<file path="config.mk">
export PLATFORM = sky130hd
export DESIGN_NAME = histogram_frequency_ranker_flat
export DESIGN_NICKNAME = d
export VERILOG_FILES = /design/src/rtl/hfr_pkg.sv /design/src/rtl/hfr_req_if.sv /design/src/rtl/hfr_res_if.sv /design/src/rtl/histogram_frequency_ranker.sv /design/src/flat_wrapper.sv
export SDC_FILE = /design/constraint.sdc
export NUM_CORES = 2
export LEC_CHECK = 0
export BUFFER_PORTS_ARGS = -buffer_cell sky130_fd_sc_hd__buf_2
export CELL_PAD_IN_SITES_DETAIL_PLACEMENT = 1
export CELL_PAD_IN_SITES_GLOBAL_PLACEMENT = 2
export CORE_UTILIZATION = 48
export CTS_CLUSTER_DIAMETER = 200
export DETAILED_ROUTE_END_ITERATION = 12
export PLACE_DENSITY = 0.91
export SLEW_MARGIN = 40
export SYNTH_ARGS = -nofsm -noshare
export SYNTH_HDL_FRONTEND = slang
export SYNTH_SLANG_ARGS = --single-unit
</file>
<file path="constraint.sdc">
create_clock -name i_clk -period 22.2 [get_ports i_clk]
set_clock_uncertainty 0.2 [all_clocks]
set_input_delay 3.33 -clock i_clk [delete_from_list [all_inputs] [get_ports i_clk]]
set_output_delay 3.33 -clock i_clk [all_outputs]
set_load 0.02 [all_outputs]
</file>
<file path="src/rtl/hfr_pkg.sv">
// Shared types and constants for the histogram frequency ranker.
// No dependencies; imported by the interfaces, the top level and the testbench.
`timescale 1ns / 1ps

package hfr_pkg;

    // Depth of one pool's slice of the count store, and its index width
    localparam int STORE_DEPTH = 64;
    localparam int IDX_BITS    = 6;

    // Request codes
    localparam logic REQ_ADD  = 1'b0;
    localparam logic REQ_RANK = 1'b1;

    // Result status codes
    localparam logic ST_OK     = 1'b0;
    localparam logic ST_REJECT = 1'b1;

    typedef struct packed {
        logic       req_type;
        logic       pool;
        logic [5:0] sample_value;
    } t_req;

    typedef struct packed {
        logic       status;
        logic [5:0] rank_pos;
        logic [5:0] bin_value;
        logic [7:0] bin_count;
        logic       last;
    } t_res;

endpackage

</file>
<file path="src/rtl/hfr_req_if.sv">
// Valid/ready channel carrying request words.
// Depends on hfr_pkg for the payload type.
`timescale 1ns / 1ps

interface hfr_req_if;
    import hfr_pkg::*;

    logic valid;
    logic ready;
    t_req data;

    modport source (output valid, output data, input ready);
    modport sink   (input valid, input data, output ready);
endinterface

</file>
<file path="src/rtl/hfr_res_if.sv">
// Valid/ready channel carrying result words.
// Depends on hfr_pkg for the payload type.
`timescale 1ns / 1ps

interface hfr_res_if;
    import hfr_pkg::*;

    logic valid;
    logic ready;
    t_res data;

    modport source (output valid, output data, input ready);
    modport sink   (input valid, input data, output ready);
endinterface

</file>
<file path="src/rtl/histogram_frequency_ranker.sv">
// Add: accept (count read), then read-modify-write and one result word.
// Rank over N bins: each bin is placed by a sweep over every bin (one compare per cycle
// through the second count-store read port), then each result word takes an
// order-store read, a count read and the output step, in that order.
// Synchronous active-low reset clears control and the per-entry valid bits,
// so all counts read as zero right after reset; no clearing pass is needed.
`timescale 1ns / 1ps

module histogram_frequency_ranker #(
    parameter int MAIN_BINS  = 64,
    parameter int BONUS_BINS = 32,
    parameter int COUNT_BITS = 8
) (
    input  logic i_clk,
    input  logic i_rst_n,
    hfr_req_if.sink   i_req,
    hfr_res_if.source o_res
);
    import hfr_pkg::*;

    localparam int MAIN_N  = (MAIN_BINS  > STORE_DEPTH) ? STORE_DEPTH : MAIN_BINS;
    localparam int BONUS_N = (BONUS_BINS > STORE_DEPTH) ? STORE_DEPTH : BONUS_BINS;
    localparam int ADDR_BITS = IDX_BITS + 1;
    localparam int MEM_DEPTH = 2 * STORE_DEPTH;
    localparam logic [IDX_BITS-1:0] MAIN_LAST  = IDX_BITS'(MAIN_N - 1);
    localparam logic [IDX_BITS-1:0] BONUS_LAST = IDX_BITS'(BONUS_N - 1);
    localparam logic [COUNT_BITS-1:0] CNT_MAX  = '1;

    typedef enum logic [8:0] {
        ST_IDLE  = 9'b000000001,
        ST_ADD   = 9'b000000010,
        ST_RK_I  = 9'b000000100,
        ST_RK_SW = 9'b000001000,
        ST_RK_TL = 9'b000010000,
        ST_OUT_A = 9'b000100000,
        ST_OUT_B = 9'b001000000,
        ST_OUT_C = 9'b010000000,
        ST_SPARE = 9'b100000000
    } t_state;

    // Count store: both pools, address {pool, bin}, valid bit per entry
    logic [COUNT_BITS-1:0] r_mem [MEM_DEPTH];
    logic [MEM_DEPTH-1:0]  r_vld;
    logic [COUNT_BITS-1:0] r_rda, r_rdb;
    logic                  r_rda_v, r_rdb_v;

    // Rank order store
    logic [IDX_BITS-1:0] r_ro_mem [STORE_DEPTH];
    logic [IDX_BITS-1:0] r_ro;

    t_state r_state, n_state;
    logic   r_ov, n_ov;
    t_res   r_od, n_od;
    logic   r_pool, n_pool;
    logic [IDX_BITS-1:0] r_val, n_val;
    logic [IDX_BITS-1:0] r_i, n_i, r_j, n_j, r_jq, r_k, n_k, r_pos, n_pos;
    logic   r_vq;

    logic                  a_en, b_en, w_en, ro_wen;
    logic [ADDR_BITS-1:0]  a_addr, b_addr, w_addr;
    logic [COUNT_BITS-1:0] w_data, cnt_a, cnt_b, cnt_inc;
    logic [IDX_BITS-1:0]   last_idx;
    logic                  slot_free, reject, ahead, accept;

    // Report a count, capped to the 8-bit field
    function automatic logic [7:0] cap_count(input logic [COUNT_BITS-1:0] c);
        logic [15:0] ext;
        ext = 16'(c);
        return (ext > 16'd255) ? 8'd255 : ext[7:0];
    endfunction

    assign accept    = i_req.valid && i_req.ready;
    assign slot_free = !r_ov || o_res.ready;
    assign last_idx  = r_pool ? BONUS_LAST : MAIN_LAST;
    assign cnt_a     = r_rda_v ? r_rda : '0;
    assign cnt_b     = r_rdb_v ? r_rdb : '0;
    assign cnt_inc   = (cnt_a == CNT_MAX) ? cnt_a : cnt_a + 1'b1;
    assign reject    = (r_val == '0) || (r_val > last_idx);
    // Bin j is ahead of bin i: higher count, or same count and lower value
    assign ahead     = (cnt_b > cnt_a) || ((cnt_b == cnt_a) && (r_jq < r_i));

    assign i_req.ready = (r_state == ST_IDLE);
    assign o_res.valid = r_ov;
    assign o_res.data  = r_od;

    // Sequencer
    always_comb begin
        n_state = r_state;
        n_ov    = r_ov && !o_res.ready;
        n_od    = r_od;
        n_pool  = r_pool;
        n_val   = r_val;
        n_i     = r_i;
        n_j     = r_j;
        n_k     = r_k;
        n_pos   = r_vq ? r_pos + IDX_BITS'(ahead) : r_pos;
        a_en    = 1'b0;
        a_addr  = {r_pool, r_i};
        b_en    = 1'b0;
        b_addr  = {r_pool, r_j};
        w_en    = 1'b0;
        w_addr  = {r_pool, r_val};
        w_data  = cnt_inc;
        ro_wen  = 1'b0;
        unique case (r_state)
            ST_IDLE: begin
                if (accept) begin
                    n_pool = i_req.data.pool;
                    n_val  = i_req.data.sample_value;
                    if (i_req.data.req_type == REQ_ADD) begin
                        a_en    = 1'b1;
                        a_addr  = {i_req.data.pool, i_req.data.sample_value};
                        n_state = ST_ADD;
                    end else begin
                        n_i     = '0;
                        n_state = ST_RK_I;
                    end
                end
            end
            ST_ADD: begin
                if (slot_free) begin
                    n_ov             = 1'b1;
                    n_od.status      = reject ? ST_REJECT : ST_OK;
                    n_od.rank_pos    = '0;
                    n_od.bin_value   = r_val;
                    n_od.bin_count   = reject ? 8'd0 : cap_count(cnt_inc);
                    n_od.last        = 1'b1;
                    w_en             = !reject;
                    n_state          = ST_IDLE;
                end
            end
            ST_RK_I: begin
                // Fetch count of bin i, reset position and sweep index
                a_en    = 1'b1;
                n_j     = '0;
                n_pos   = '0;
                n_state = ST_RK_SW;
            end
            ST_RK_SW: begin
                b_en = 1'b1;
                n_j  = r_j + 1'b1;
                if (r_j == last_idx) begin
                    n_state = ST_RK_TL;
                end
            end
            ST_RK_TL: begin
                // Last compare lands now; place bin i
                ro_wen = 1'b1;
                if (r_i == last_idx) begin
                    n_k     = '0;
                    n_state = ST_OUT_A;
                end else begin
                    n_i     = r_i + 1'b1;
                    n_state = ST_RK_I;
                end
            end
            ST_OUT_A: begin
                n_state = ST_OUT_B;
            end
            ST_OUT_B: begin
                a_en    = 1'b1;
                a_addr  = {r_pool, r_ro};
                n_state = ST_OUT_C;
            end
            ST_OUT_C: begin
                if (slot_free) begin
                    n_ov           = 1'b1;
                    n_od.status    = ST_OK;
                    n_od.rank_pos  = r_k;
                    n_od.bin_value = r_ro;
                    n_od.bin_count = cap_count(cnt_a);
                    n_od.last      = (r_k == last_idx);
                    if (r_k == last_idx) begin
                        n_state = ST_IDLE;
                    end else begin
                        n_k     = r_k + 1'b1;
                        n_state = ST_OUT_A;
                    end
                end
            end
            default: begin
                n_state = ST_IDLE;
            end
        endcase
    end

    // Control registers
    always_ff @(posedge i_clk) begin
        if (!i_rst_n) begin
            r_state <= ST_IDLE;
            r_ov    <= 1'b0;
            r_vq    <= 1'b0;
        end else begin
            r_state <= n_state;
            r_ov    <= n_ov;
            r_vq    <= b_en;
        end
    end

    // Datapath registers
    always_ff @(posedge i_clk) begin
        r_od   <= n_od;
        r_pool <= n_pool;
        r_val  <= n_val;
        r_i    <= n_i;
        r_j    <= n_j;
        r_jq   <= r_j;
        r_k    <= n_k;
        r_pos  <= n_pos;
    end

    // Count store valid bits
    always_ff @(posedge i_clk) begin
        if (!i_rst_n) begin
            r_vld <= '0;
        end else if (w_en) begin
            r_vld[w_addr] <= 1'b1;
        end
    end

    // Count store: one write port, two registered read ports
    always_ff @(posedge i_clk) begin
        if (w_en) begin
            r_mem[w_addr] <= w_data;
        end
        if (a_en) begin
            r_rda   <= r_mem[a_addr];
            r_rda_v <= r_vld[a_addr];
        end
        if (b_en) begin
            r_rdb   <= r_mem[b_addr];
            r_rdb_v <= r_vld[b_addr];
        end
    end

    // Rank order store
    always_ff @(posedge i_clk) begin
        if (ro_wen) begin
            r_ro_mem[n_pos] <= r_i;
        end
        if (r_state == ST_OUT_A) begin
            r_ro <= r_ro_mem[r_k];
        end
    end

    // Checks
    a_reject_zero: assert property (@(posedge i_clk) disable iff (!i_rst_n)
        r_ov && (r_od.status == ST_REJECT) |-> (r_od.bin_count == 8'd0) && r_od.last)
        else $error("rejected add carries a count");

    a_one_at_a_time: assert property (@(posedge i_clk) disable iff (!i_rst_n)
        accept |=> !i_req.ready)
        else $error("request taken while another is in work");

    a_place_range: assert property (@(posedge i_clk) disable iff (!i_rst_n)
        (r_state == ST_RK_I) |-> (r_i <= last_idx))
        else $error("placed bin beyond pool size");

    a_out_range: assert property (@(posedge i_clk) disable iff (!i_rst_n)
        (r_state == ST_OUT_A) |-> (r_k <= last_idx))
        else $error("rank position beyond pool size");

endmodule

</file>
<file path="src/flat_wrapper.sv">
// flat-port wrapper written by rule: the top's interface ports become plain ports
module histogram_frequency_ranker_flat import hfr_pkg::*;
#(
    parameter int MAIN_BINS  = 64,
    parameter int BONUS_BINS = 32,
    parameter int COUNT_BITS = 8
)
  (i_clk, i_rst_n, i_req_valid, i_req_data, i_req_ready, o_res_valid, o_res_data, o_res_ready);
  hfr_req_if i_req_i ();
  hfr_res_if o_res_i ();
  input  logic i_clk;
  input  logic i_rst_n;
  input wire logic [$bits(i_req_i.valid)-1:0] i_req_valid;
  input wire logic [$bits(i_req_i.data)-1:0] i_req_data;
  output wire logic [$bits(i_req_i.ready)-1:0] i_req_ready;
  output wire logic [$bits(o_res_i.valid)-1:0] o_res_valid;
  output wire logic [$bits(o_res_i.data)-1:0] o_res_data;
  input wire logic [$bits(o_res_i.ready)-1:0] o_res_ready;
  assign i_req_i.valid = i_req_valid;
  assign i_req_i.data = i_req_data;
  assign i_req_ready = i_req_i.ready;
  assign o_res_valid = o_res_i.valid;
  assign o_res_data = o_res_i.data;
  assign o_res_i.ready = o_res_ready;
  histogram_frequency_ranker #(.MAIN_BINS(MAIN_BINS), .BONUS_BINS(BONUS_BINS), .COUNT_BITS(COUNT_BITS)) u_core (.i_clk(i_clk), .i_rst_n(i_rst_n), .i_req(i_req_i), .o_res(o_res_i));
endmodule
</file>
-- Yosys cells after proc, flatten, opt, wreduce, memory -nomap -nowiden
Memory sizes are Yosys's and may differ from the RTL's. A register that Yosys moved wholly into a read port is not among the register bits.
Cells that the tools add are included.
- $add $sub $neg: 5
- multipliers: 0
- div/mod/pow operators: 0
- order comparisons: 7
- equality and inequality tests: 21
- shift operators: 0
- mux-type cells: 50
- bitwise logic cells: 1
- reductions and logical operators: 22
- operators with widths (cell ; number):
    128-bit OR ; 1
    9-bit case mux with 8 select lines ; 1
    6-bit 2-to-1 mux ; 11
    22-bit 2-to-1 mux ; 2
    22-bit case mux with 2 select lines ; 1
    9-bit 2-to-1 mux ; 4
    6-bit case mux with 2 select lines ; 3
    8-bit 2-to-1 mux ; 4
    7-bit by 8-bit < comparator with 1-bit output (second input constant) ; 3
    6-bit by 1-bit adder with 6-bit output (second input constant) ; 3
    6-bit equality test ; 3
    1-bit 2-to-1 mux ; 16
    1-bit binary-select mux with 7-bit select ; 2
    7-bit 2-to-1 mux ; 2
    7-bit case mux with 2 select lines ; 1
    4-bit AND reduction ; 3
    9-bit by 1-bit equality test with 1-bit output (second input constant) ; 1
    9-bit by 2-bit equality test with 1-bit output (second input constant) ; 1
    9-bit by 3-bit equality test with 1-bit output (second input constant) ; 1
    9-bit by 4-bit equality test with 1-bit output (second input constant) ; 1
    9-bit by 5-bit equality test with 1-bit output (second input constant) ; 1
    9-bit by 6-bit equality test with 1-bit output (second input constant) ; 1
    9-bit by 7-bit equality test with 1-bit output (second input constant) ; 1
    9-bit by 8-bit equality test with 1-bit output (second input constant) ; 1
    21 further kinds ; 38
- register bits after elaboration: 200
- latch bits: 0
- bits in writable memories: 1408
- memory bits (read-only): 0
- bits of input ports: 12
- output and inout bits: 24
- memories: 2
- memory list (memory ; words ; bits a word ; rd ports ; clocked after memory_dff ; write ports ; RTL line ; RTL):
    u_core.r_mem ; 128 ; 8 ; 2 ; 2 ; 1 ; histogram_frequency_ranker.sv:42 ; logic [COUNT_BITS-1:0] r_mem [MEM_DEPTH];
    u_core.r_ro_mem ; 64 ; 6 ; 1 ; 1 ; 1 ; histogram_frequency_ranker.sv:48 ; logic [IDX_BITS-1:0] r_ro_mem [STORE_DEPTH];

-- Logic depth before layout (Yosys ltp)
- word-level depth: 8
- gate-level depth with buffers: 19

-- Least setup slack after synthesis
OpenSTA, ideal clock, no wires.
- path type: reg2reg
- from: register u_core.r_rda_v
- to: memory u_core.r_mem[0][1], data pin
- setup time: 1194 ps
- data arrival time: 7305 ps
- required time: 20806 ps
- path slack: 13500 ps
- stages on the path, launching flop included: 9
- path buffers: 1
- period minus slack after synthesis: 8700 ps
- path through: edfxtp_1 -> clkbuf_1 -> nand2_1 -> nor3_1 -> nand3_1 -> nor2_1 -> a21oi_1 -> inv_1 -> o21ai_0
- cells in the longest elaborated chain, start to end: 3
- ends and longest elaborated chain (what ; RTL line ; RTL):
    start: declaration ; histogram_frequency_ranker.sv:45 ; logic r_rda_v, r_rdb_v;
    start signal: assignment ; histogram_frequency_ranker.sv:228 ; r_rda_v <= r_vld[a_addr];
    8-bit 2-to-1 mux (*) ; histogram_frequency_ranker.sv:75 ; assign cnt_a = r_rda_v ? r_rda : '0;
    8-bit by 1-bit adder with 8-bit output or 8-bit equality test (tied branches) ; histogram_frequency_ranker.sv:77 ; assign cnt_inc = (cnt_a == CNT_MAX) ? cnt_a : cnt_a + 1'b1;
    8-bit 2-to-1 mux (*) ; histogram_frequency_ranker.sv:77 ;
    named net u_core.cnt_inc[1] ; histogram_frequency_ranker.sv:61 ; logic [COUNT_BITS-1:0] w_data, cnt_a, cnt_b, cnt_inc;
    end: declaration ; histogram_frequency_ranker.sv:42 ;
Mark *: on every way through the listed nets, which the timed path passes. The rest lies on a longest branch.

-- Worst setup path in the final report
- from: input i_req_valid
- to: register u_core.r_rda[3], read port of u_core.r_mem, data pin
- cells in the longest elaborated chain, start to end: 3
- ends and longest elaborated chain (what ; RTL line ; RTL):
    start: declaration ; flat_wrapper.sv:13 ; input wire logic [$bits(i_req_i.valid)-1:0] i_req_valid;
    1-bit logical AND (*) ; histogram_frequency_ranker.sv:72 ; assign accept = i_req.valid && i_req.ready;
    7-bit 2-to-1 mux or 1-bit 2-to-1 mux (tied branches) ; histogram_frequency_ranker.sv:107 ; if (accept) begin
    7-bit case mux with 2 select lines or 1-bit case mux with 2 select lines (tied branches) ; histogram_frequency_ranker.sv:105 ; unique case (r_state)
    end: declaration ; histogram_frequency_ranker.sv:44 ; logic [COUNT_BITS-1:0] r_rda, r_rdb;
Mark *: on every way between the ends. The rest lies on a longest branch, timed or not.
A chain may end at the register's enable or synchronous reset.

==> flow_summary.ini <==
[critical_path]
crit_slowest_cell = buf_4
crit_type = in2reg
r2r-start = u_core.r_i[1]
critPathMaxFanout = 108
path_buf_inv = 5
cp.arrival_ps = 8120
crit_top_cell = buf_12
slowest_delay_ps = 740
endpoint_kind = flop
cp_top_family = buffers and inverters
path_cells = buf_2 > nor2b_1 > and3_1 > o311ai_4 > buf_12 > buf_12 > buf_12 > buf_4 > mux2i_1 > a22oi_1 > a22oi_1 > a31oi_1 > o31ai_1 > nand4_1
startpoint = i_req_valid
critPathLaunchType = input port
crit_required_ps = 22520

[synth]
synth_compound_area_share_pct = 4.08
ys_ff_latch = 1629
async_flop_share_pct = 0
ys.flop_type = edfxtp_1
synth_top_family_by_area = multiplexers
synthAdderAreaFrac_pct = 0.355
synth_area_leaders = edfxtp_1 (60%), mux4_2 (15%), mux2i_1 (7.8%)
seq_area_frac_synth_pct = 64.0
synth_mux_area_share_pct = 23.7
synth_xor_xnor_area_share_pct = 0.248
syn-cell-area_sq_mm = 0.0741
synth-simple-area-share_pct = 5.72
synth_edf_count = 1479
avgSynthCellArea_sq_um = 16.5
yosys.area.top_type_share_pct = 60.0
postSynthCellCount = 4486
yosysWarnings = 0
synth.distinct_cells = 58
synth_top_area_cell = edfxtp_1

[route]
drc = 0
antenna_left = 0
drt-vias-per-instance = 6.51
wirelength_um = 223000
wl_per_cell_um = 32.2
first_iter_violations = 5067
vias = 45115
first_pass_iters = 5

[worst_hold_path]
hold_path_class = reg2reg
hp-start = u_core.r_vld[79]

[power_and_ir_drop]
p_per_area_mw_per_mm2 = 88.9
p_int_mw = 5.50
ir_worst_vdd_mv = 0.0905
clock_power_share_pct = 39.8
swShare_pct = 26.4
switching_power_mw = 1.97
combPwrFrac_pct = 12.6
leakagePower_nw = 28.8
seqPwrFrac_pct = 47.6

[clock_tree]
cts.sinks = 1629
clockBufferDepth = 3
clk_latency_ps = 850
cts_resized = 0
clk_pin_slew_ps = 60
hold_buffers = 0
post_cts_buffers = 0
h-tree-depth = 4
cts_buffers = 167
root_buffer = clkbuf_16
tritoncts = built

[layout]
final_cell_mix = edfxtp_1 (1479), mux2i_1 (577), mux4_2 (504)
final_nets = 4788
fill_cells = 13889
ff_latch_area_sq_mm = 0.0474
drive_gt1_share_pct = 21.5
final_common_cell = edfxtp_1
multi_input_area_sq_mm = 0.0266
syn_to_final_growth_pct = 13.5

[grt]
grt_max_degree = 131
antenna_found_initial = 10
grt_pass1_wl_um = 325000
grt_pass1_vias = 47805
grt_util_all_layers_pct = 28.5
gr-total-overflow = 0

[sta]
max_slew_margin_pct = 33.9
fmaxAchievable_ghz = 0.128
rsz0062_at_grt = false
finalSetupTns_ps = 0
hold_viol_final = 0
maxSlewViolCount = 0
fin_crit_ps = 7800
worstMarginPinSlew_ps = 983
whs_ps = 289
post-route-period-util_pct = 35.1
setup_viol = 0

[die]
design.core.area_sq_mm = 0.153
io_pins = 36
dieHeight_um = 395
dieWidth_um = 395
rows = 143
start_util_pct = 48.5
die_area_sq_mm = 0.156

[placed_design]
globalplace.congestion = 0.856
dp_hpwl_um = 134000
io_buffers = 35

[job]
cap_violations = 0

[status]
outcome = complete, no violations
power groups by stage:
stage          Sequential [mW]  Combinational [mW]  Clock [mW]
5_1_grt                   3.56               0.982        3.10
2_1_floorplan             3.62               0.569           0
6_report                  3.56               0.940        2.98
3_3_place_gp              3.61               0.863           0
3_5_place_dp              3.62               0.902           0
4_1_cts                   3.56               0.915        3.00
cell type report:
type	count	share of cell area, %
sequential	1629	56.4
multi-input combinational	2779	31.7
clock buffer	206	5.28
tap	2030	3.02
timing repair buffer	161	1.81
clock inverter	107	1.70
inverter	17	0.0804
antenna	4	0.0119
Yosys cell counts, types with 69 or more instances:
master	count
edfxtp_1	1479
mux2i_1	579
mux4_2	504
nand2_1	353
nor2_1	238
dfxtp_1	150
a22oi_1	144
clkbuf_1	137
nand4_1	134
o21a_1	99
a21oi_1	95
buf_2	93
buf_1	69
final timing paths:
kind,to,slack [ps],cells past startpoint
setup / recovery,u_core.r_rda[3],14400,14
hold / removal,u_core.r_vld[79],290,1
setup reg to reg,u_core.r_ro_mem[29][2],16100,17
hold reg to reg,u_core.r_vld[79],290,1
layer usage:
metal  GRT usage (%)  vias up  share of wire (%)
met5               0        -              0.039
met4            14.4       12                5.1
met3            5.89      599                8.7
met2            46.9     2350                 49
met1            35.8    23755                 37
li1                -    18399                  -
through the flow:
step | instance area, sq um | power [mW] | worst slack, ps | instances | util [%]
CTS | 83800 | 7.47 | 13690 | 6919 | 54.9
global placement | 77500 | 4.48 | 12940 | 6598 | 50.8
global route | 84000 | 7.65 | 14230 | 6929 | 55.1
finish | 84000 | 7.47 | 14400 | 6933 | 55.1
detailed placement | 77900 | 4.52 | 12870 | 6606 | 51.0
floorplan | 75000 | 4.19 | 13500 | 4733 | -
registers in the layout, summed over array words and instances (netlist names), 8 cells and up:
name	count
u_core.r_state	8
u_core.r_rda	8
u_core.r_vld	128
u_core.o_res.data	22
u_core.r_rdb	8
u_core.r_mem	1024
u_core.r_ro_mem	384
logic make-up after synthesis:
family | count (synthesis)
adders and majority gates | 21
AOI/OAI and AO/OA | 454
other | 1
xor gates and xnor gates | 21
and+or+nand+nor | 915
buffers and inverters | 325
muxes | 1120
DFF | 1629
Power figures use the tool's default switching activity.
